File: src/rtl/cnbm_ram.sv
// Generic single write port RAM with registered read.
`default_nettype none
module cnbm_ram #(
	parameter int WIDTH = 64,
	parameter int DEPTH = 64
) (
	input  wire logic                     clk,
	input  wire logic                     we,
	input  wire logic [$clog2(DEPTH)-1:0] waddr,
	input  wire logic [WIDTH-1:0]         wdata,
	input  wire logic [$clog2(DEPTH)-1:0] raddr,
	output      logic [WIDTH-1:0]         rdata
);
	logic [WIDTH-1:0] mem [DEPTH];

	always_ff @(posedge clk) begin
		if (we) begin
			mem[waddr] <= wdata;
		end
		rdata <= mem[raddr];
	end
endmodule
`default_nettype wire

File: config.mk
export PLATFORM = sky130hd
export DESIGN_NAME = cnbm_ram
export DESIGN_NICKNAME = d
export VERILOG_FILES = /design/src/rtl/cnbm_ram.sv
export SDC_FILE = /design/constraint.sdc
export NUM_CORES = 2
export LEC_CHECK = 0
export ABC_AREA = 1
export BUFFER_PORTS_ARGS = -buffer_cell sky130_fd_sc_hd__clkbuf_2
export CAP_MARGIN = 20
export CORE_AREA = 2 2 646 648
export DETAILED_ROUTE_END_ITERATION = 16
export DIE_AREA = 0 0 648 650
export GPL_ROUTABILITY_DRIVEN = 0
export PLACE_DENSITY = 0.64
export SLEW_MARGIN = 0
export SYNTH_ARGS = -nofsm -noshare
export SYNTH_HDL_FRONTEND = slang
export SYNTH_SLANG_ARGS = --single-unit
File: constraint.sdc
create_clock -name clk -period 7.85 [get_ports clk]
set_input_delay 0.3925 -clock clk [delete_from_list [all_inputs] [get_ports clk]]
set_output_delay 0.3925 -clock clk [all_outputs]
set_load 0.02 [all_outputs]
# Word level (Yosys, flattened, before mapping)
# Memories as Yosys holds them, arrays and structs flattened. A register that Yosys moved wholly into a read port is not among the register bits.
# Cells that the tools add are included.
dict set report word_totals {
  ff_bits 0
  latch_bits 0
  ramBits 4096
  mem_bits_ro 0
  in_bits 78
  out_inout_bits 64
  word_cells 3
  n_memories 1
}
dict set report classes {
  n_addsub 0
  mul 0
  n_div 0
  order_cmp 0
  n_eq_ne 0
  shift 0
  n_mux 2
  n_bitwise 0
  n_reduce_logical 0
}
# name words width read_ports rd_ports_with_merged_regs wr line
set memory_table {}
lappend memory_table {mem 64 64 1 1 1 14} ;# logic [WIDTH-1:0] mem [DEPTH];
# op count
set ops {}
lappend ops {{two-way mux 1 bit} 2}

# Longest topological paths before layout
dict set report depth {
  ltp_word 2
  mapped_depth 13
  ltp_nobuf 9
}

# Worst setup path after synthesis
# OpenSTA, ideal clock, no wires.
dict set report synth_path {
  kind {input to register}
  startpoint {in we}
  endpoint {mem mem[48][0] (enable)}
  setup_ns 0.646
  arrival_ns 7.028
  t_required_ns 7.204
  path_slack_ns 0.176
  stages 3
  path_buffers 1
  path_cell_list {clkbuf_1 -> nand4_1 -> nor4_1}
}
dict set report synth_via {
  elab_chain_len 2
}
# item line
set synth_lines {}
lappend synth_lines {{from (decl)} 8} ;# input wire logic we,
lappend synth_lines {{two-way mux 1 bit} 17} ;# if (we) begin
lappend synth_lines {{two-way mux 1 bit (not written as such)} 18} ;# mem[waddr] <= wdata;
lappend synth_lines {{to (decl)} 14}
# Every way passes these cells.

# Worst setup path in the final report
dict set report layout_path {
  startpoint {in waddr[1]}
  endpoint {mem mem[17][46] (enable)}
}
# item line
set layout_rtl {}
lappend layout_rtl {{from (decl)} 9} ;# input wire logic [$clog2(DEPTH)-1:0] waddr,
# No word-level cell before the write port.

==> impl_metrics.env <==
export IMPL_timing_slew_headroom_pct=15.68
export IMPL_fillers=36540
export IMPL_syn_avg_cell_area_um2=12.33
export IMPL_synth_fp_nets=13480
export IMPL_setup_viol=0
export IMPL_final_hold_viol_count=0
export IMPL_finalClockSkew_ns=0.05055
export IMPL_syn_area_um2=165300
export IMPL_slowest_delay_ns=0.89
export IMPL_rr_worst_depth=8
export IMPL_worstPathMaxFanout=37
export IMPL_cts_tree="built"
export IMPL_globalRouteOverflowTotal=0
export IMPL_min_period_ns=3.186
export IMPL_switching_share_pct=22.33
export IMPL_critPathTopFamily="buffers and inverters"
export IMPL_drcViolationCount=0
export IMPL_cts_resized=0
export IMPL_cp_depth=6
export IMPL_via_count=108800
export IMPL_wire_per_inst_um=25.97
export IMPL_power_density_nw_per_um2=251.8
export IMPL_p_clk_share_pct=41.3
export IMPL_cts_clk_slew_worst_paths_ns=0.06
export IMPL_r2r_start="mem[7][33]"
export IMPL_htreeDepth=5
export IMPL_p_leak_nw=64.41
export IMPL_antenna_found_initial=30
export IMPL_ios=142
export IMPL_status="finished clean"
export IMPL_post_cts_setup_buffers=0
export IMPL_worstMarginPinSlew_ns=1.265
export IMPL_yosys_warnings=0
export IMPL_yosys_register_bits=4160
export IMPL_netlist_instances=13410
export IMPL_grt_pass1_wl_mm=719.1
export IMPL_finalMaxSlewViolations=0
export IMPL_dp_hpwl_mm=235.8
export IMPL_critPathBufInv=4
export IMPL_seqPwrFrac_pct=52.9
export IMPL_fin_ws_ns=4.664
export IMPL_start_util_pct=39.85
export IMPL_fin_nets=13450
export IMPL_ant_nets=0
export IMPL_min_period_over_period_pct=40.58
export IMPL_yosys_area_top_type="edfxtp_1"
export IMPL_grt_max_degree=237
export IMPL_grt_pass1_vias=103300
export IMPL_ys_types=16
export IMPL_max_freq_mhz=313.9
export IMPL_track_usage_pct=23.12
export IMPL_drt_iter0_drc=14350
export IMPL_drive_above_1_share_pct=7.822
export IMPL_timing_critical_path_to="mem[17][46]"
export IMPL_coreArea_um2=414900
export IMPL_cts_root_buf="clkbuf_16"
export IMPL_dr_pass1_iters=8
export IMPL_synthTopCellsByArea="edfxtp_1, nand3_1, nand2_1"
export IMPL_die_w_um=648
export IMPL_hold_class="in -> reg"
export IMPL_dp_slack_ns=3.768
export IMPL_seq_area_frac_synth_pct=75.18
export IMPL_rsz0062_at_grt="no"
export IMPL_syn_to_final_growth_pct=12.11
export IMPL_via_per_inst=5.663
export IMPL_cts_buffers=402
export IMPL_critPathLaunch="waddr[1]"
export IMPL_r2r_end="rdata[33]"
export IMPL_p_int_mw=36.25
export IMPL_cp_start_kind="input port"
export IMPL_fin_setup_tns_ns=0
export IMPL_port_buffers=141
export IMPL_drv_cap=0
export IMPL_regArea_um2=124300
export IMPL_synth_top_area_share_pct=74.41
export IMPL_r2r_setup_slack_ns=6.27
export IMPL_dieHeight_um=650
export IMPL_vdd_ir_drop_max_mv=0.2093
export IMPL_cts_max_path_buffers=4
export IMPL_critPathCaptureType="flop"
export IMPL_combPwrFrac_pct=5.8
export IMPL_final_common_cell="nand2_1"
export IMPL_crit_path_frequent_cell="buf_4"
export IMPL_p_sw_mw=10.42
export IMPL_crit_required_ns=8.40
export IMPL_drt_total_wl_mm=498.9
export IMPL_crit_slowest_cell="nand4_1"
export IMPL_arrival_ns=3.74
export IMPL_multiInputGateArea_um2=36620
export IMPL_cts_num_sinks=4160
export IMPL_clk_latency_ns=0.95
export IMPL_mostFrequentLayoutCells="nand2_1, edfxtp_1, nand3_1, clkbuf_16, buf_4"
export IMPL_placementRows=237
export IMPL_hold_buffers=9
export IMPL_critical_path_cell_chain="clkbuf_2 -> inv_1 -> nand4_1 -> nor2_4 -> buf_4 -> buf_4"
export IMPL_die_area_um2=421200
export IMPL_timing_hold_ws_ns=0.05542
export IMPL_critical_path_class="in -> reg"
## cells in the mapped netlist
master and n:
buf_6 40, edfxtp_1 4096, inv_1 8, dfxtp_1 64, nor2_1 56, inv_4 2
nand4_1 9, nor4_1 8, nand3_1 3847, clkbuf_1 147, nand2_1 4416, inv_2 2
buf_4 134, buf_1 72, buf_2 501, buf_8 3
## power groups by stage
stage | clock [mW] | sequential (mW) | combinational (mW)
after CTS | 19.4 | 24.7 | 2.63
after global routing | 20.3 | 24.7 | 2.94
after detailed placement | 0 | 25.2 | 2.61
after global placement | 0 | 25.2 | 2.57
after floorplan | 0 | 25.2 | 1.52
final | 19.3 | 24.7 | 2.71
## metal layers
layer	track usage [%]	vias to the layer above	share of wire (%)
met5	0	-	0.011
met4	9.339	8	4.3
met3	2.974	1038	8.9
met2	38.92	5761	48
met1	30.30	54200	38
li1	-	47800	-
## how the worst min path moves through the flow
stage,start,slack (ns),to,cells past startpoint
6_report,wdata[37],0.06,mem[28][37],1
5_1_grt,wdata[14],0.05,mem[34][14],1
4_1_cts,waddr[2],0.05,mem[48][47],2
3_5_place_dp,mem[4][10],0.77,rdata[10],8
3_3_place_gp,mem[58][40],0.76,rdata[40],8
2_1_floorplan,wdata[0],0.49,mem[0][0],0
## cells by family (layout without fill, tap and decap cells)
logic type    Yosys count  in the layout  synth area share (%)
buf+inv               909           1209                 2.953
flops                4160           4160                 75.18
other cells             0             10                     0
simple gates         8336           8336                 21.87
## sequential cells by signal, indices dropped and copies added (netlist names)
register and flops:
mem 4096, rdata 64
## stage by stage
step                      instance area (um^2)  power [mW]  util, %  instances
after detailed placement                171200       27.78    41.27      18390
final                                   185300       46.67    44.67      19210
after global routing                    185300       47.88    44.67      19200
after floorplan                         165300       26.68        -      13410
after global placement                  171000       27.75    41.22      18380
after CTS                               184300       46.74    44.42      19140
## layout make-up
class                      count  share of cell area [%]
timing repair buffer         461                   2.411
clock buffer                 513                   5.823
tap                         5497                   3.711
sequential                  4160                   67.06
multi-input combinational   8336                   19.76
antenna                       10                 0.01350
inverter                      12                 0.05671
clock inverter               223                   1.167
No activity file was read; power rests on OpenSTA's default activity.
