--- src/rtl/cnbm_div.sv ---
// Restoring divider, one quotient bit per cycle.
`default_nettype none
module cnbm_div #(
	parameter int NUM_W = 36,
	parameter int DEN_W = 24
) (
	input  wire logic             clk,
	input  wire logic             arst_n,
	input  wire logic             start,
	input  wire logic [NUM_W-1:0] num,
	input  wire logic [DEN_W-1:0] den,
	output      logic             busy,
	output      logic             done,
	output      logic [NUM_W-1:0] quo
);
	localparam int CNT_W = $clog2(NUM_W + 1);

	logic [DEN_W-1:0] rem_q;
	logic [DEN_W-1:0] den_q;
	logic [NUM_W-1:0] q_q;
	logic [CNT_W-1:0] cnt_q;
	logic             busy_q;
	logic             done_q;
	logic [DEN_W:0]   sh;
	logic [DEN_W:0]   diff;
	logic             ge;

	assign sh   = {rem_q, q_q[NUM_W-1]};
	assign ge   = sh >= {1'b0, den_q};
	assign diff = sh - {1'b0, den_q};

	always_ff @(posedge clk or negedge arst_n) begin
		if (!arst_n) begin
			rem_q  <= '0;
			den_q  <= '0;
			q_q    <= '0;
			cnt_q  <= '0;
			busy_q <= 1'b0;
			done_q <= 1'b0;
		end else begin
			done_q <= 1'b0;
			if (start) begin
				rem_q  <= '0;
				den_q  <= den;
				q_q    <= num;
				cnt_q  <= CNT_W'(NUM_W);
				busy_q <= 1'b1;
			end else if (busy_q) begin
				rem_q <= ge ? diff[DEN_W-1:0] : sh[DEN_W-1:0];
				q_q   <= {q_q[NUM_W-2:0], ge};
				cnt_q <= cnt_q - 1'b1;
				if (cnt_q == CNT_W'(1)) begin
					busy_q <= 1'b0;
					done_q <= 1'b1;
				end
			end
		end
	end

	assign busy = busy_q;
	assign done = done_q;
	assign quo  = q_q;
endmodule
`default_nettype wire

--- config.mk ---
export PLATFORM = sky130hd
export DESIGN_NAME = cnbm_div
export DESIGN_NICKNAME = d
export VERILOG_FILES = /design/src/rtl/cnbm_div.sv
export SDC_FILE = /design/constraint.sdc
export NUM_CORES = 1
export LEC_CHECK = 0
export ABC_AREA = 1
export CORE_MARGIN = 2
export CORE_UTILIZATION = 60
export DETAILED_ROUTE_END_ITERATION = 6
export DONT_BUFFER_PORTS = 1
export GPL_ROUTABILITY_DRIVEN = 0
export PLACE_DENSITY_LB_ADDON = 0.1
export SYNTH_ARGS = -nofsm -noshare
export SYNTH_HDL_FRONTEND = slang
export SYNTH_SLANG_ARGS = --single-unit
--- constraint.sdc ---
create_clock -name clk -period 2.56 [get_ports clk]
set_input_delay 0.256 -clock clk [delete_from_list [all_inputs] [get_ports clk]]
set_output_delay 0.256 -clock clk [all_outputs]
set_load 0.01 [all_outputs]
Yosys cells after proc, flatten, opt, wreduce, memory -nomap -nowiden. Index checks and enable logic that the tools add are counted.

Register bits after elaboration: 92. Output and inout bits: 38. Logic and storage cells: 24.

Add/subtract/negate cells: 2. $lt $le $gt $ge: 1. Equal/unequal tests: 1. Muxes and demuxes: 13. Reduce and logical (&&, ||, !) cells: 1.

Operators by type and width (count): two-way mux 24 bit (3); two-way mux 36 bit (2); >= comparator 25 x 24 -> 1 bit (1); subtractor 24 bit (1); two-way mux 6 bit (2); == test 6 x 1 -> 1 bit (second input constant) (1); two-way mux 1 bit (6); subtractor 6 x 1 -> 6 bit (second input constant) (1); nonzero test 2 bit (1).

Depth between registers and ports, before layout.
Depth in word-level cells: 4. Gate-level depth with buffers: 16. Gate-level depth less buffers: 16.

Worst setup path after synthesis. Ideal clock, no wire load.

Path kind: register to register. Start point: reg q_q[35], in the netlist quo[35]. End point: reg rem_q[16]. Setup time: 0.118 ns. Arrival: 1.842 ns. Required time: 2.442 ns. Path slack: 0.600 ns. Cell stages (with the launch flop): 16. Buffers on the path: 0. Cells stage by stage: dfrtp_1 > inv_1 > ha_1 > fa_1 > inv_1 > nand3_1 > nand3_1 > nand2_1 > nand3_1 > nand2_1 > nand2_1 > nand2_1 > nand2_1 > nand2_1 > nand3_1 > nand2_1.

Word-level cells in the longest chain between the ends: 4. Elaborated cells between the ends (all ways): 5. Classes of those cells: add/sub: 1; order compare: 1; mux: 3.

RTL lines: start: declaration (RTL line 20) `logic [NUM_W-1:0] q_q;`; start signal: assignment (RTL line 45) `q_q <= num;`; start signal: assignment (RTL line 50) `q_q <= {q_q[NUM_W-2:0], ge};`; subtractor 24 bit or >= comparator 25 x 24 -> 1 bit (tied branches) (RTL line 30, 29); two-way mux 24 bit * (RTL line 49) `rem_q <= ge ? diff[DEN_W-1:0] : sh[DEN_W-1:0];`; two-way mux 24 bit * (RTL line 48) `end else if (busy_q) begin`; two-way mux 24 bit * (RTL line 42) `if (start) begin`; end signal: assignment (RTL line 49); end: declaration (RTL line 18) `logic [DEN_W-1:0] rem_q;`.

Every way passes the cells marked *; elsewhere a longest branch is shown, timed or not. The select of a mux whose other input is x is not followed. A chain may end at the register's enable or synchronous reset.

Worst setup path in the final report.
Start point: reg q_q[35], in the netlist quo[35]. End point: reg rem_q[12].

The elaborated chain is that of the path after synthesis.

==> results.md <==
* # rows at 36
* # nets final at approximately 1,000
* Critical Path Sink Type: flip-flop
* Fin Setup TNS at 0 ns
* Clock transition at path regs at about 0.10 ns
* Period minus WS final at approximately 2.3 ns
* Combinational cell fraction of total power at approximately half
* Flop pwr share at around 33%
* Clk_lat worst skew at between 0.3 and 0.4 ns
* DP Worst Slack at about 0.28 ns
* Number of buffers created by CTS at 9
* Die Width at roughly 100 um
* Hold WC Path Type: input pin to flip-flop
* Status: complete, no violations
* Syn nets at between 900 and 1,000
* Multi-input logic area at 2960 um2
* Cell type of the slowest stage on the worst timing path: dfrtp_1
* First-pass DRT Iterations at 5
* Final non-filler cell total at ~1,000
* Netlist cell types at 37
* Fmax at between 400 and 500 MHz
* First-pass GRT wire length at 25,900 um
* Fin area at between 6000 and 7000 um2
* ANT nets after route at 0
* Leading area contributor after synthesis: dfrtp_1
* Sw Share at between 40% and 50%
* Initial core utilization at approximately three fifths
* DIE HEIGHT at a little over 100 um
* Max cap viols at 0
* DR iter-0 viols at approximately 370
* Dpl cells at between 900 and 1,000
* Post-layout util at between 60 and 70%
* Clk_skew at approximately 0.019 ns
* Total GRT Usage at between 20 and 30%
* Worst setup SP type: flip-flop
* Clk root buf: clkbuf_8
* Min Hold Slack at approximately 0.013 ns
* Clk network pwr share at around 16%
* # clock sinks at 92
* Final worst setup slack at 0.233 ns
* Cell Int Power at 3.30 mW
* Quantity of I/O buffers inserted on ports at 0
* ANT cells at 0
* Largest net degree at the start of global routing at slightly above 90
* Worst path required time at 2.83 ns
* CP Cell Sequence: inv_1 > ha_1 > fa_1 > inv_1 > nand3_1 > nand3_1 > nand2_1 > nand3_1 > nand2_1 > nand3_1 > nand2_1 > nand2_1 > nand2_1 > nand2_1 > nand2_1
* Area growth syn-to-layout at 11.4%
* Vias/cell at between 5 and 6
* Routed via count at roughly 5,600
* Maximum VDD drop at approximately 0.00044 V
* Hold Buf Count CTS at 38
* Leakage at 3.64 nW
* CTS tree: built
* DRC violations left at 0
* Pwr dens at 924 nW/um2
* RSZ-0062 raised after global routing: false
* FILL cells at ~860
* Slew Limit Fails at 0
* Pwr Total at ~6.1 mW
* Area share of the largest cell type after synthesis at between 30% and 40%
* Synth Instances at about 860
* Critical Path Max Stage Delay at ~0.42 ns
* Final period util at between 90% and 100%
* CP most frequent cell: nand2_1
* Placeable core area at 9680 um2
* Worst slew margin at a little under two fifths
* Post-CTS sizing at 0
* Io pins at 101
* Vias in the first global route at 5,677
* Grt ovf at 0
* Synth Register Bits at between 90 and 100
* Worst Max-Slew Pin Slew at between 0.9 and 1 ns
* CTS H-tree lvls at 3
* Setup bufs post-CTS at 0
* Layout cell share with drive strength beyond 1 at ~4.6%
* Drt wl/cell at around 15 um
* Syn Area/Cell at between 6 and 7 um2
* Initial antenna violation count at 0
* FF+latch area at ~2300 um2
* Worst-path maximum fanout at 3
* Crit path DAT at between 2 and 3 ns
* Final Hold Viols at 0
* Final setup fails at 0
* NetSw at about 2.8 mW
* Critical path's top delay family: simple AND/OR/NAND/NOR gates
* Syn Std Cell Area at 5960 um2
* Post-Route WL at 15,400 um
* Yosys synthesis warning count at 0
* Bufs and invs on worst path at 2
* Total die area at approximately 11,000 um2
* Hpwl dp at between 9000 and 10,000 um
* Kind of critical path: flip-flop to flip-flop
* Sequential share of the synthesized area at 38.6%
* Largest cells by area after synthesis: dfrtp_1, nand2_1, inv_1
* Placed cell area at 6040 um2
* Clk buf depth at 2
[flip-flops by register name (all words and copies together), names as in the netlist]
register and flops:
den_q 24, rem_q 24, quo 36, cnt_q 6
done 1, busy 1
[worst reg2reg max path, stage by stage, from the launching register on]
cell and delay [ns]:
dfrtp_1 0.42, inv_1 0.11, ha_1 0.24, fa_1 0.42, inv_1 0.12, nand3_1 0.07, nand3_1 0.16, nand2_1 0.08
nand3_1 0.17, nand2_1 0.09, nand3_1 0.08, nand2_1 0.05, nand2_1 0.06, nand2_1 0.06, nand2_1 0.05, nand2_1 0.05
[cell usage after synthesis]
cell and n:
and2_4 1, nand3b_1 4, nor2_1 35, xor2_1 8, ha_1 26, nand4_4 1, or2_2 1, nor3_1 4
nand3_2 1, buf_1 2, nand2_1 338, o21bai_1 1, and2_1 2, xnor2_1 2, nor3_4 1, buf_4 1
nand3_4 2, o21ai_0 27, fa_1 1, o21a_1 1, dfrtp_1 92, buf_6 1, o221ai_1 22, a21oi_1 13
nand3_1 39, nor4_1 1, o22ai_1 1, o211ai_1 10, inv_1 148, nand2_2 3, a21oi_4 1, inv_2 4
nor2_2 3, buf_2 5, nand4_1 31, clkbuf_1 21, a22oi_1 3
[area by class of cell]
type / instances / share of cell area (%)
multi-input combinational: 583 / 44.6
timing repair buffer: 43 / 6.71
clock buffer: 11 / 1.98
tap: 133 / 2.51
sequential: 92 / 34.7
clock inverter: 5 / 0.905
inverter: 152 / 8.60
[per-layer routing]
metal / GRT usage (%) / wire, um
met5: 0 / 0
met4: 12.9 / 350
met3: 5.41 / 1010
met2: 50.5 / 7450
met1: 36.6 / 6550
[cells by family (layout without fill, tap and decap cells)]
family | after synthesis | count (layout) | share of synthesized area, %
AND/OR/NAND/NOR | 467 | 467 | 33.5
adder cells (fa/ha/maj) | 27 | 27 | 5.80
AO/OA/AOI/OAI | 79 | 79 | 8.86
XOR/XNOR | 10 | 10 | 1.47
flip-flops | 92 | 92 | 38.6
buffers and inverters | 182 | 211 | 11.8
[final timing paths]
| check | from | endpoint | slack, ns | cells past startpoint |
|---|---|---|---|---|
| worst max-delay path | quo[35]$_DFFE_PN0P_ | rem_q[12]$_DFFE_PN0P_ | 0.23 | 15 |
| worst min-delay path | den[15] | den_q[15]$_DFFE_PN0P_ | 0.01 | 2 |
| worst max register to register | quo[35]$_DFFE_PN0P_ | rem_q[12]$_DFFE_PN0P_ | 0.23 | 15 |
| worst min register to register | den_q[0]$_DFFE_PN0P_ | den_q[0]$_DFFE_PN0P_ | 0.51 | 2 |
| max in group asynchronous | arst_n | rem_q[6]$_DFFE_PN0P_ | 1.72 | 2 |
| min in group asynchronous | arst_n | den_q[13]$_DFFE_PN0P_ | 0.44 | 2 |
[power by group through the flow]
stage               Clock (mW)  Sequential (mW)  Combinational, mW
floorplan                    0             1.96               2.46
global placement             0             2.01               2.92
detailed placement           0             2.02               2.99
CTS                       1.01             1.99               3.10
global route              1.06             2.03               3.61
finish                    1.00             2.00               3.13
[placed cells by master (no fill, tap or decap), types with 2 or more instances in the layout]
cell type / n
nand2_1: 338
inv_1: 148
dfrtp_1: 92
nand3_1: 39
dlygate4sd3_1: 36
nor2_1: 33
nand4_1: 31
o21ai_0: 27
ha_1: 26
o221ai_1: 22
a21oi_1: 13
o211ai_1: 10
clkbuf_8: 9
xor2_1: 8
nor2_2: 5
buf_4: 5
nor3_1: 4
inv_2: 4
nand3b_1: 4
a22oi_1: 3
nand2_2: 3
and2_1: 2
nand3_4: 2
xnor2_1: 2
clkbuf_1: 2
inv_6: 2
Power figures use the tool's default switching activity.
