`src/rtl/cnbm_isect.sv`:
```
// Intersection of two boxes packed as {x, y, w, h}; empty gives all zero.
`default_nettype none
module cnbm_isect #(
	parameter int COORD_BITS = 12
) (
	input  wire logic [4*COORD_BITS-1:0] a,
	input  wire logic [4*COORD_BITS-1:0] b,
	output      logic [4*COORD_BITS-1:0] o
);
	localparam int CW = COORD_BITS;

	logic [CW-1:0] ax, ay, aw, ah, bx, by, bw, bh, x1, y1;
	logic [CW:0]   ax2, ay2, bx2, by2, x2, y2, dw, dh;

	always_comb begin
		{ax, ay, aw, ah} = a;
		{bx, by, bw, bh} = b;
		ax2 = {1'b0, ax} + {1'b0, aw};
		ay2 = {1'b0, ay} + {1'b0, ah};
		bx2 = {1'b0, bx} + {1'b0, bw};
		by2 = {1'b0, by} + {1'b0, bh};
		x1  = (ax > bx) ? ax : bx;
		y1  = (ay > by) ? ay : by;
		x2  = (ax2 < bx2) ? ax2 : bx2;
		y2  = (ay2 < by2) ? ay2 : by2;
		dw  = x2 - {1'b0, x1};
		dh  = y2 - {1'b0, y1};
		if (x2 > {1'b0, x1} && y2 > {1'b0, y1}) begin
			o = {x1, y1, dw[CW-1:0], dh[CW-1:0]};
		end else begin
			o = '0;
		end
	end
endmodule
`default_nettype wire

```
`config.mk`:
```
export PLATFORM = sky130hd
export DESIGN_NAME = cnbm_isect
export DESIGN_NICKNAME = d
export VERILOG_FILES = /design/src/rtl/cnbm_isect.sv
export SDC_FILE = /design/constraint.sdc
export NUM_CORES = 1
export LEC_CHECK = 0
export ABC_AREA = 1
export BUFFER_PORTS_ARGS = -buffer_cell sky130_fd_sc_hd__buf_2
export CAP_MARGIN = 0
export CORE_ASPECT_RATIO = 1.1
export CORE_MARGIN = 3
export CORE_UTILIZATION = 52
export DETAILED_ROUTE_END_ITERATION = 16
export PLACE_DENSITY = 0.81
export SLEW_MARGIN = 20
export SYNTH_ARGS = -nofsm -noshare
export SYNTH_HDL_FRONTEND = slang
export SYNTH_SLANG_ARGS = --single-unit
```
`constraint.sdc`:
```
create_clock -name vclk -period 3.9
set_input_delay 0 -clock vclk [all_inputs]
set_output_delay 0 -clock vclk [all_outputs]
set_load 0.05 [all_outputs]
```
==> results of run 1 <==
[synthesized netlist by cell type (2+ instances only)]
master,n,area [sq um]
nor3_1,9,45.04
ha_1,120,1501
a21oi_2,3,26.28
a31oi_1,2,12.51
nor2_2,5,31.28
o21ai_2,4,35.03
nand2_2,4,25.02
nor2b_1,2,12.51
buf_2,8,40.04
xnor2_1,23,201.4
o21bai_1,5,37.54
or2_2,2,12.51
nand4_1,11,68.82
a21oi_1,66,330.3
nand2_1,292,1096
inv_2,3,11.26
inv_1,161,604.3
a21o_1,12,90.09
o21ai_0,49,245.2
nor2_4,22,247.7
fa_1,6,120.1
and2_1,4,25.02
buf_12,2,40.04
o21a_1,2,15.01
o21ai_1,3,15.01
nor2_1,83,311.6
nand3b_1,5,37.54
xor2_1,27,236.5
nand3_1,43,215.2
[metal layers]
metal  track usage, %  overflow
met1            85.03        13
met2            147.0      1177
met3            66.00         6
met4            119.5       285
met5            31.75         1
[through the flow]
step / hold slack [ns] / instances / TNS (ns)
after global placement: 0.6335 / 1478 / -22.54
after floorplan: 0.3092 / 987 / 0
after detailed placement: 0.6454 / 1478 / -28.14
after CTS: 0.5860 / 1520 / -8.006
[kinds of logic after synthesis]
group / synth area share, %
and+or+nand+nor: 37.53
buffers and inverters: 12.39
AOI/OAI and AO/OA: 14.17
adders and majority gates: 28.13
xor gates and xnor gates: 7.597
muxes: 0.1737
[repair_timing]
action | 4_1_cts
endpoints found under the setup margin | 48
gates resized for setup | 213
cloned | 10
setup buffers | 32
pin swaps | 62
==> flow_summary.ini, run 1 <==
[status]
outcome = aborted with a tool error
error = [ERROR GRT-0232] Routing congestion too high. Check the congestion heatmap in the GUI.
haltStage = global routing

[floorplan]
dieWidth_microns = 106.4
die_h_microns = 116.4
io_pins = 144
num_rows = 39
initial_core_util_pct = 54.44

[yosys]
ys_warn_count = 0
syn_inst = 987
synth_fp_nets = 1209
ys_seq_area_share_pct = 0
avgSynthCellArea_sq_um = 5.840
synth_cell_types = 38
syn_area_sq_um = 5764

[sta]
crit_endpoint = o[45]
worst-ep-kind = output port

[placed_design]
place_congestion = 0.9741
pre_cts_slack_ns = -0.6203
placed_cell_area_sq_um = 8386
io_buffers = 144
place_hpwl_microns = 16870

[clock_tree]
hold_buffers = 0

[global_route]
track_usage_pct = 101.2
grt_remaining_overflow = 1482
grt_start_max_net_pins = 24
==> run 2, diff against run 1 <==
Settings changed: CORE_ASPECT_RATIO 1.1 to not set, CORE_UTILIZATION 52 to 39, PLACE_DENSITY 0.81 to not set, PLACE_DENSITY_LB_ADDON set to 0.15.
Clock period 3.9 ns to 5.1 ns, I/O delays scaled along.
==> run 2 against run 1 <==
Effect of this change: synthesized area unchanged; the flow now finishes without violations; synthesized cell count is the same.
==> flow_summary.ini, run 2 <==
[sta]
tightest_slew_ns = 0.7232
setup_viol = 0
max_freq_mhz = 213.7
setup_tns_ns = 0
rsz0062_at_grt = no
drv_slew = 0
timing.hold.ws_ns = 0.5641
slew_headroom_pct = 51.28
hold_violations = 0
period_needed_ns = 4.679
min_period_over_period_pct = 91.75

[global_route]
grt_pass1_vias = 5735
met1_usage_pct = 35.49
grt_start_max_net_pins = 24
gr-usage-met3_pct = 0.5435
top_usage_layer = met1
track_usage_pct = 20.57
met2_usage_pct = 29.02
antenna_found_initial = 0
grt_remaining_overflow = 0
grt_pass1_wl_microns = 27840

[power_and_ir_drop]
power_mw = 3.294
ir_drop_mv = 0.4512
p_leak_nw = 4.065
p_per_area_nw_per_um2 = 489.8

[yosys]
syn_inst = 987
synth_cell_types = 38
synthTopCellsByArea = ha_1 (26%), nand2_1 (19%), inv_1 (10%)
synth_common_cells = nand2_1 (292), inv_1 (161), ha_1 (120), nor2_1 (83), a21oi_1 (66)
synth_fp_nets = 1209
syn_area_sq_um = 5764
synth_most_common_cell = nand2_1
ys_seq_area_share_pct = 0
yosysTopAreaCell = ha_1
avgSynthCellArea_sq_um = 5.840
yosysTopAreaCellShare_pct = 26.05
ys_warn_count = 0

[floorplan]
die_h_microns = 127.6
die_area_sq_um = 16280
dieWidth_microns = 127.6
io_pins = 144
initial_core_util_pct = 40.74
coreArea_sq_um = 14150
num_rows = 43

[detailed_routing]
wl_per_cell_microns = 13.13
dr.first_iter.drc_count = 345
drt_pass1_iterations = 5
drc = 0
drt-vias-per-instance = 4.827
vias = 6309
antenna_left = 0
wl_microns = 17160

[finish]
syn_to_final_growth_pct = 16.69
nets = 1351
clock_buffers = 0
layout_commonest_cell = nand2_1
final_cell_mix = nand2_1 (292), inv_1 (161), buf_2 (137)
drive_gt1_share_pct = 17.66
regArea_sq_um = 0
seq_cell_count = 0
n_antenna_cell = 0
fin_util_pct = 47.54

[placed_design]
place_hpwl_microns = 15680
place_congestion = 0.9014
io_buffers = 144

[worst_setup_path]
startpoint_type = input pin
crit_path_max_fanout = 21
setup.worst_path.end_class = output port
critPathMaxStageDelay_ns = 0.33
critPathMostFrequentCell = nand2_1
cpMaxStageDelayCell = ha_1
worstPathRequired_ns = 5.10
critical_path_class = in2out
critPathArrivalTime_ns = 4.68

[worst_hold_path]
min_path_type = in2out
whs_path_depth = 4

[status]
outcome = finished, final reports clean

[job]
max_cap_violations = 0

[clock_tree]
hold_buffers = 0
-- run 2: worst max-delay path: cells and delay by family --
family                   cells  cell delay, ns
AND/OR/NAND/NOR             21            2.47
adder cells (fa/ha/maj)      3            0.78
buffers and inverters        4            0.80
AO/OA/AOI/OAI                3            0.59
-- run 2: worst paths after layout --
path	to	slack (ns)	from
setup / recovery	o[23]	0.42	a[38]
hold / removal	o[47]	0.56	a[47]
-- run 2: repair_timing --
action	CTS	global route
hold endpoints to repair	0	0
buffers inserted	0	0
gates resized for setup	0	10
setup endpoints to repair	0	36
-- run 2: power by group --
part | leakage (nW) | switching [mW] | internal (mW)
Combinational | 4.06 | 2.34 | 0.952
Clock | 0 | 0 | 0
Sequential | 0 | 0 | 0
Total | 4.06 | 2.34 | 0.952
-- run 2: layout make-up --
| cell class | count | area [sq um] |
|---|---|---|
| fillers | 1606 | 7423 |
| multi-input cells | 810 | 5067 |
| repair buffers | 152 | 814.5 |
| inverters | 165 | 619.3 |
| well taps | 180 | 225.2 |
-- run 2: metrics by stage --
stage,area (sq um),setup WS [ns],std cells
final,6726,0.4206,1307
after global routing,6726,0.01899,1307
after CTS,6693,0.3635,1307
after detailed placement,6693,0.3730,1307
after global placement,6693,0.3925,1307
after floorplan,5764,0.8552,987
-- run 2: logic make-up after synthesis --
group / Yosys count / share of synthesized area (%)
AOI/OAI and AO/OA: 147 / 14.17
buffers and inverters: 177 / 12.39
and+or+nand+nor: 486 / 37.53
adders and majority gates: 126 / 28.13
muxes: 1 / 0.1737
xor gates and xnor gates: 50 / 7.597
-- run 2: routing by layer --
metal,wire length (microns),vias to the layer above
met5,0,-
met4,43,0
met3,1059,4
met2,6387,159
met1,9672,2695
li1,-,3451
No activity file was read; power rests on OpenSTA's default activity.
==> run 3, diff against run 2 <==
==> constraint.sdc (replaced) <==
create_clock -name vclk -period 5.1
set_input_delay 0.51 -clock vclk [all_inputs]
set_output_delay 0.51 -clock vclk [all_outputs]
set_load 0.05 [all_outputs]
==> run 3 against run 2 <==
Effect of this change: the run now ends with negative setup slack left; final cell count is 13% higher; total power is 54% higher; via count is 15% higher; fmax is 10% lower; worst hold slack better by 1.0 ns; cell area is 35% higher; sequential share of layout area stayed put; core utilization is 17 points higher; first-iteration DRC count is 36% lower; wire length is 17% higher; worst setup slack worse by 0.52 ns; largest power group unchanged.
==> flow_summary.ini, run 3 (synthesis gave the netlist of run 2 again) <==
[global_route]
grt_pass1_wl_microns = 30350
grt_remaining_overflow = 0
antenna_found_initial = 0
track_usage_pct = 22.31
grt_start_max_net_pins = 24
grt_pass1_vias = 6909

[worst_setup_path]
setup.worst_path.end_class = output port
startpoint_type = input pin
critPathArrivalTime_ns = 4.69
cpMaxStageDelayCell = fa_2
crit_path_max_fanout = 7
critPathMaxStageDelay_ns = 0.38
critical_path_class = in2out
critPathMostFrequentCell = nand2_2
worstPathRequired_ns = 4.59

[power_and_ir_drop]
power_mw = 5.070
p_leak_nw = 5.091
p_per_area_nw_per_um2 = 558.1
ir_drop_mv = 0.4855

[finish]
syn_to_final_growth_pct = 57.61
layout_commonest_cell = nand2_1
nets = 1519
clock_buffers = 0
final_cell_mix = nand2_1 (262), buf_4 (161), inv_1 (157)
n_fill_cell = 1317
stdcell_area_sq_um = 9085
seq_cell_count = 0
n_antenna_cell = 0
multi_input_area_sq_um = 5674
regArea_sq_um = 0
drive_gt1_share_pct = 36.68

[detailed_routing]
drc = 0
dr.first_iter.drc_count = 221
wl_microns = 20020
antenna_left = 0
drt_pass1_iterations = 4
vias = 7244
drt-vias-per-instance = 4.911
wl_per_cell_microns = 13.57

[sta]
rsz0062_at_grt = yes
hold_violations = 0
min_period_over_period_pct = 102.0
period_needed_ns = 5.204
drv_slew = 0
tightest_slew_ns = 0.5933
setup_ws_ns = -0.1036
max_freq_mhz = 192.2
slew_headroom_pct = 60.03
setup_viol = 46
timing.hold.ws_ns = 1.566

[floorplan]
dieWidth_microns = 127.6
num_rows = 43
io_pins = 144
initial_core_util_pct = 40.74
coreArea_sq_um = 14150
die_area_sq_um = 16280
die_h_microns = 127.6

[worst_hold_path]
holdPathEnd = o[47]
min_path_type = in2out
worstHoldStart = a[47]
whs_path_depth = 4

[status]
outcome = complete, but fails checks
violations = negative setup slack

[placed_design]
place_congestion = 0.9349
place_hpwl_microns = 16170
io_buffers = 144
placed_cell_area_sq_um = 7749

[clock_tree]
hold_buffers = 0

[job]
max_cap_violations = 0
run 3: worst max-delay path: cells and delay by family:
kind / cells / cell delay (ns)
AO/OA/AOI/OAI: 3 / 0.60
XOR/XNOR: 1 / 0.28
adder cells (fa/ha/maj): 4 / 1.11
buffers and inverters: 6 / 0.66
AND/OR/NAND/NOR: 17 / 1.54
run 3: how the worst max path moves through the flow:
stage	startpoint	endpoint	slack, ns	cells after the start
3_5_place_dp	a[24]	o[6]	-0.23	30
3_3_place_gp	a[14]	o[18]	-0.21	27
2_1_floorplan	a[0]	o[10]	-0.13	33
4_1_cts	a[13]	o[22]	-0.03	33
5_1_grt	b[18]	o[22]	-0.39	33
6_report	a[36]	o[22]	-0.10	31
run 3: power by group:
group	leakage [nW]	switching [mW]	internal, mW
sequential	0	0	0
combinational	5.09	2.97	2.10
clock	0	0	0
total	5.09	2.97	2.10
run 3: cell type report:
class	instances	share of cell area (%)
multi-input combinational	811	62.46
timing repair buffer	319	28.22
inverter	165	6.845
tap	180	2.479
run 3: timing repair:
item / 4_1_cts / 5_1_grt
gates cloned: 6 / 3
buffers inserted: 14 / 11
resized for setup: 113 / 162
endpoints found under the setup margin: 48 / 48
pin swaps: 11 / 46
run 3: stage by stage:
stage | setup WS, ns | setup TNS [ns] | std cells | utilization (%)
after global placement | -0.2059 | -8.709 | 1441 | 54.76
after CTS | -0.02563 | -0.3024 | 1461 | 58.88
final | -0.1036 | -2.738 | 1475 | 64.21
after floorplan | -0.1281 | -2.305 | 987 | -
after global routing | -0.3902 | -15.88 | 1475 | 64.21
after detailed placement | -0.2334 | -9.405 | 1441 | 54.76
run 3: per-layer routing:
metal	track usage, %	vias up	part of all wire, %
met5	0	-	0
met4	6.429	0	3.9
met3	1.171	46	4.1
met2	45.03	168	53
met1	24.79	3245	39
li1	-	3785	-
